===== src/mse_pkg.sv =====
// shared types, constants and helpers of the mips subset executor
`default_nettype none
package mse_pkg;

  localparam int DATA_BYTES = 4096;
  localparam int DA_W       = $clog2(DATA_BYTES);
  localparam int REG_COUNT  = 32;
  localparam int RA_W       = $clog2(REG_COUNT);

  localparam logic [31:0] WIN_BASE    = 32'h0000_2000;
  localparam logic [31:0] TEXT_LIMIT  = 32'h0000_0fff;
  localparam logic [31:0] GP_RESET    = 32'h0000_1800;
  localparam logic [31:0] SP_RESET    = 32'h0000_3ffc;
  localparam logic [12:0] PEND_RESET  = 13'd4096;
  localparam logic [31:0] FLOOR_RESET = 32'h0000_3000;

  localparam logic [RA_W-1:0] GP_IDX = RA_W'(28);
  localparam logic [RA_W-1:0] SP_IDX = RA_W'(29);
  localparam logic [RA_W-1:0] LR_IDX = RA_W'(31);

  // item kinds
  localparam logic [1:0] K_EXEC    = 2'd0;
  localparam logic [1:0] K_PRELOAD = 2'd1;
  localparam logic [1:0] K_READ    = 2'd2;

  // status codes
  localparam logic [2:0] ST_OK     = 3'd0;
  localparam logic [2:0] ST_FUNCT  = 3'd1;
  localparam logic [2:0] ST_ADDR   = 3'd2;
  localparam logic [2:0] ST_STACK  = 3'd3;
  localparam logic [2:0] ST_HALT   = 3'd4;

  // configuration register indexes
  localparam logic REG_PEND  = 1'b0;
  localparam logic REG_FLOOR = 1'b1;

  // opcodes
  localparam logic [5:0] OP_SPECIAL = 6'h00;
  localparam logic [5:0] OP_J     = 6'h02;
  localparam logic [5:0] OP_JAL   = 6'h03;
  localparam logic [5:0] OP_BEQ   = 6'h04;
  localparam logic [5:0] OP_BNE   = 6'h05;
  localparam logic [5:0] OP_ADDI  = 6'h08;
  localparam logic [5:0] OP_ADDIU = 6'h09;
  localparam logic [5:0] OP_SLTI  = 6'h0a;
  localparam logic [5:0] OP_ANDI  = 6'h0c;
  localparam logic [5:0] OP_ORI   = 6'h0d;
  localparam logic [5:0] OP_LUI   = 6'h0f;
  localparam logic [5:0] OP_LB    = 6'h20;
  localparam logic [5:0] OP_LH    = 6'h21;
  localparam logic [5:0] OP_LW    = 6'h23;
  localparam logic [5:0] OP_SB    = 6'h28;
  localparam logic [5:0] OP_SH    = 6'h29;
  localparam logic [5:0] OP_SW    = 6'h2b;

  // funct codes
  localparam logic [5:0] FN_SLL  = 6'h00;
  localparam logic [5:0] FN_SRL  = 6'h02;
  localparam logic [5:0] FN_SRA  = 6'h03;
  localparam logic [5:0] FN_JR   = 6'h08;
  localparam logic [5:0] FN_MFHI = 6'h10;
  localparam logic [5:0] FN_MFLO = 6'h12;
  localparam logic [5:0] FN_MULT = 6'h18;
  localparam logic [5:0] FN_DIV  = 6'h1a;
  localparam logic [5:0] FN_ADD  = 6'h20;
  localparam logic [5:0] FN_SUB  = 6'h22;
  localparam logic [5:0] FN_AND  = 6'h24;
  localparam logic [5:0] FN_OR   = 6'h25;
  localparam logic [5:0] FN_SLT  = 6'h2a;

  typedef struct packed {
    logic [1:0]  kind;
    logic [31:0] instr_word;
    logic [11:0] mem_offset;
    logic [7:0]  load_byte;
    logic [4:0]  reg_select;
  } item_t;

  // queue entry: item plus its class from the front end
  typedef struct packed {
    item_t item;
    logic  is_exec;
  } qent_t;

  typedef enum logic [6:0] {
    S_CLEAR = 7'b0000001,
    S_IDLE  = 7'b0000010,
    S_READ  = 7'b0000100,
    S_EXEC  = 7'b0001000,
    S_DIV   = 7'b0010000,
    S_MEM   = 7'b0100000,
    S_FIN   = 7'b1000000
  } state_t;

  function automatic logic [31:0] reg_reset_val(input logic [RA_W-1:0] idx);
    logic [31:0] v;
    v = 32'h0;
    if (idx == GP_IDX) v = GP_RESET;
    if (idx == SP_IDX) v = SP_RESET;
    return v;
  endfunction

  // r0 reads zero, unwritten entries read their reset value
  function automatic logic [31:0] reg_fix(input logic [RA_W-1:0] idx, input logic vld,
                                          input logic [31:0] q);
    logic [31:0] v;
    v = vld ? q : reg_reset_val(idx);
    if (idx == '0) v = 32'h0;
    return v;
  endfunction

endpackage
`default_nettype wire


===== src/mse_front.sv =====
// front end: accepts items, tags them and holds them in a two-entry queue
`default_nettype none
module mse_front
  import mse_pkg::*;
(
  input  wire logic  clk,
  input  wire logic  rst_n,
  input  wire logic  push,
  input  wire item_t push_item,
  output logic       full,
  output logic       head_valid,
  output qent_t      head,
  input  wire logic  pop
);
  qent_t      ent_r [2];
  logic       wp_r, rp_r;
  logic [1:0] cnt_r;
  qent_t      ent_in;

  always_comb begin
    ent_in.item    = push_item;
    ent_in.is_exec = (push_item.kind == K_EXEC);
  end

  assign full       = (cnt_r == 2'd2);
  assign head_valid = (cnt_r != 2'd0);
  assign head       = ent_r[rp_r];

  always_ff @(posedge clk) begin
    if (push) begin
      ent_r[wp_r] <= ent_in;
    end
  end

  always_ff @(posedge clk) begin
    if (!rst_n) begin
      wp_r  <= 1'b0;
      rp_r  <= 1'b0;
      cnt_r <= 2'd0;
    end else begin
      if (push) wp_r <= ~wp_r;
      if (pop)  rp_r <= ~rp_r;
      cnt_r <= cnt_r + {1'b0, push} - {1'b0, pop};
    end
  end
endmodule
`default_nettype wire


===== config.mk =====
export PLATFORM = sky130hd
export DESIGN_NAME = mse_front
export DESIGN_NICKNAME = d
export VERILOG_FILES = /design/src/mse_pkg.sv /design/src/mse_front.sv
export SDC_FILE = /design/constraint.sdc
export NUM_CORES = 1
export LEC_CHECK = 0
export BUFFER_PORTS_ARGS = -buffer_cell sky130_fd_sc_hd__buf_2
export CAP_MARGIN = 20
export CORE_ASPECT_RATIO = 1.25
export CORE_MARGIN = 10
export CORE_UTILIZATION = 48
export DETAILED_ROUTE_END_ITERATION = 16
export HOLD_SLACK_MARGIN = 0.05
export PLACE_DENSITY_LB_ADDON = 0.12
export SYNTH_ARGS = -nofsm -noshare
export SYNTH_HDL_FRONTEND = slang
export SYNTH_SLANG_ARGS = --single-unit
export TNS_END_PERCENT = 30

===== constraint.sdc =====
create_clock -name clk -period 6.07 [get_ports clk]
set_input_delay 1.214 -clock clk [delete_from_list [all_inputs] [get_ports clk]]
set_output_delay 1.214 -clock clk [all_outputs]
set_load 0.05 [all_outputs]

# Word-level counts from Yosys, hierarchy flattened
# Memory sizes are Yosys's and may differ from the RTL's. A register that Yosys moved wholly into a read port is not among the register bits.
# Index checks and enable logic that the tools add are counted.
# word_totals
regBits	4
mem_bits_rw	120
inputBits	63
output_inout_bits	62
wordCells	15
n_memories	1
# op_classes
addsub	2
eq_ne	1
n_mux	4
n_bitwise	2
reduce_logical	2
# mem_list
name	depth	word_bits	rd	rd_clocked_by_memory_dff	wr	line_no	source
ent_r	2	60	1	1	1	mse_front.sv:15	qent_t ent_r [2];
# op_table
cell	n
2-to-1 mux 1 bit	4
adder 2 x 1 -> 2 bit	1
equality test 2 bit, second input constant	1
zero test 2 bit	1
NOT 1 bit	2
nonzero test 2 bit	1
subtractor 2 x 1 -> 2 bit	1

# Depth between registers and ports, before layout
# logic_depth
word_depth	3
ltp_mapped	6
mapped_depth_nobuf	6

# Least setup slack after synthesis
# No wires, ideal clock.
# synth_path
kind	in2reg
startpoint	input push
endpoint	memory ent_r[0][0] (netlist name) (enable)
setup_time_ps	486
t_arrival_ps	3889
required_ps	5584
setup_slack_ps	1695
path_stages	1
path_buffers	0
path_cell_list	nor2b_1
# synth_between
elab_chain_len	2
# synth_lines
item	line_no	source
start, declared	mse_front.sv:8	input wire logic push,
2-to-1 mux 1 bit	mse_front.sv:30	if (push) begin
2-to-1 mux 1 bit (not written as such)	mse_front.sv:31	ent_r[wp_r] <= ent_in;
end, declared	mse_front.sv:15	
# No other way between the ends.

==> flow_metrics.tcl <==
set metrics [dict create \
    grtUsageTotal 0.127 \
    die_y_um 133 \
    dpl-instance-area_sq_um 5570 \
    stdcell_count 492 \
    cts_sinks 125 \
    power.leakage_nw 2.48 \
    crit_end "head[18]" \
    r2r_start "wp_r" \
    hold_viol 0 \
    cts_hold_buf 0 \
    netlist_instances 209 \
    arrival_ns 1.96 \
    crit_type "reg2out" \
    grt_pass1_vias 2581 \
    cts.path.max_buffers 2 \
    power.density_nw_per_um2 384 \
    fmax_ghz 0.315 \
    core.rowCount 41 \
    clk_latency_ns 0.40 \
    drive_above_1_share 0.607 \
    syn_nets 274 \
    worst-path-max-fanout 39 \
    hp-class "reg2reg" \
    outcome "complete, no violations" \
    io_pins 125 \
    end_kind "output pin" \
    yosysTopAreaCellShare 0.740 \
    synthTopCellsByArea "edfxtp_1 74%, mux2_4 19%, buf_12 2.5%, dfxtp_1 2.1%, and2_1 0.51%" \
    start_kind "flop" \
    reg2reg_depth 2 \
    start_util 0.487 \
    drc 0 \
    portBuffers 124 \
    max_slew_margin 0.536 \
    cts_root_buf "clkbuf_16" \
    final.setup.tns_ns 0 \
    worstReg2RegEnd "ent_r[0][26]" \
    synthToLayoutAreaGrowth_pct 26.6 \
    core_sq_um 10000 \
    drt_pass1_iterations 4 \
    routedWlPerCell_um 18.3 \
    ir_drop_mv 0.218 \
    ant_nets 0 \
    h-tree-depth 4 \
    clkSlewWorstSetupHoldPaths_ns 0.05 \
    setup_viol 0 \
    dp_cells 458 \
    vias 2331 \
    grt_antenna_before_repair 2 \
    period_minus_slack_ns 3.17 \
    dr.first_iter.drc_count 102 \
    via_per_inst 4.74 \
    rsz0062_at_grt "false" \
    yosysWarningCount 0 \
    final-max-slew-violation-count 0 \
    grt_max_degree 40 \
    wirelength_um 9020 \
    rrSetupSlack_ns 4.20 \
    yosys.area.top_type "edfxtp_1" \
    grt_pass1_wl_um 13700 \
    die_area_sq_um 14600 \
    die_x_um 110 \
    synth_area_per_cell_sq_um 23.3 \
    tritoncts "built" \
    period_share 0.523 \
    synth-seq-cells 125 \
    fin_skew_ns 0.00590 \
    worst_pin_slew_ns 0.694 \
    synth_cell_types 14 \
    finish.instance_area_sq_um 6160 \
    nNetsFinal 413 \
    gr-total-overflow 0 \
    gp_congestion 0.694 \
    synth.yosys.seq_area_share 0.761 \
    cts_made_buffers 17 \
    syn_area_sq_um 4870 \
    post_cts_resized 0 \
    post_cts_buffers 0 \
    finish.utilization 0.616 \
    drv_cap 0 \
    cp.required_ns 4.86 \
]
-- how the worst min path moves through the flow --
stage / to / depth (start not counted) / from / slack [ns]
5_1_grt: flop / 2 / rp_r / 0.61
6_report: flop / 2 / rp_r / 0.58
4_1_cts: flop / 2 / rp_r / 0.59
2_1_floorplan: flop / 2 / rp_r / 0.55
3_3_place_gp: flop / 2 / rp_r / 0.56
3_5_place_dp: flop / 2 / rp_r / 0.58
-- cell type report --
cell class	instances	area [sq um]
clock buffers	19	433
repair buffers	127	663
diodes	2	5.00
clock inverters	13	149
well taps	129	161
multi-input cells	75	1030
inverters	2	7.51
flip-flops and latches	125	3710
fillers	747	3840
-- registers in the layout, indices dropped and copies added (netlist names), named ones only --
name / cells
ent_r: 120
wp_r: 1
cnt_r: 2
rp_r: 1
-- Yosys cell counts --
library cell / n
edfxtp_1: 120
nor2b_1: 4
or2_2: 1
ha_1: 2
o21a_1: 1
inv_1: 2
buf_6: 1
buf_12: 6
mux2_4: 60
and2_1: 4
dfxtp_1: 5
xor2_1: 1
xnor3_1: 1
nor2_1: 1
-- placed cells by master (no fill, tap or decap) --
cell and n:
and2_1 3, and2_2 1, buf_16 1, buf_2 124, buf_4 2, bufinv_16 3, clkbuf_1 2, clkbuf_16 17
clkinv_1 2, clkinv_2 4, clkinv_4 1, clkinvlp_4 3, dfxtp_1 4, dfxtp_4 1, diode_2 2, edfxtp_1 120
ha_1 2, inv_1 2, mux2_4 60, nor2_1 1, nor2b_1 3, nor2b_4 1, o21a_1 1, or2_2 1
xnor3_1 1, xor2_1 1
-- kinds of logic after synthesis --
logic type	count (synthesis)	synth area share
adders and majority gates	2	0.00514
AOI/OAI and AO/OA	1	0.00154
DFF	125	0.761
xor gates and xnor gates	2	0.00643
muxes	60	0.185
and+or+nand+nor	10	0.0123
buffers and inverters	9	0.0285
-- critical path, cell delays in order, from the launching register on --
cell and delay [ns]:
dfxtp_4 0.64, buf_16 0.34, mux2_4 0.34, buf_2 0.21
-- power by group --
| group | switching, W | leakage (nW) | total [W] | internal (W) |
|---|---|---|---|---|
| combinational | 0.000241 | 1.04 | 0.000367 | 0.000126 |
| sequential | 0.0000213 | 1.17 | 0.00102 | 0.000999 |
| clock | 0.000340 | 0.278 | 0.000978 | 0.000639 |
| total | 0.000602 | 2.48 | 0.00237 | 0.00176 |
-- per-layer routing --
layer | vias to the layer above | GRT usage | wire length (um)
li1 | 1108 | - | -
met1 | 1123 | 0.137 | 3510
met2 | 89 | 0.201 | 4540
met3 | 11 | 0.0666 | 832
met4 | 0 | 0.0580 | 140
met5 | - | 0 | 0
-- stage by stage --
| step | hold slack (ns) | setup slack (ns) | total power [W] |
|---|---|---|---|
| 6_report | 0.583 | 2.90 | 0.00237 |
| 5_1_grt | 0.606 | 2.80 | 0.00245 |
| 4_1_cts | 0.585 | 2.85 | 0.00240 |
| 3_5_place_dp | 0.576 | 3.11 | 0.00141 |
| 3_3_place_gp | 0.559 | 3.10 | 0.00140 |
| 2_1_floorplan | 0.555 | 1.70 | 0.00134 |
No activity file was read; power rests on OpenSTA's default activity.
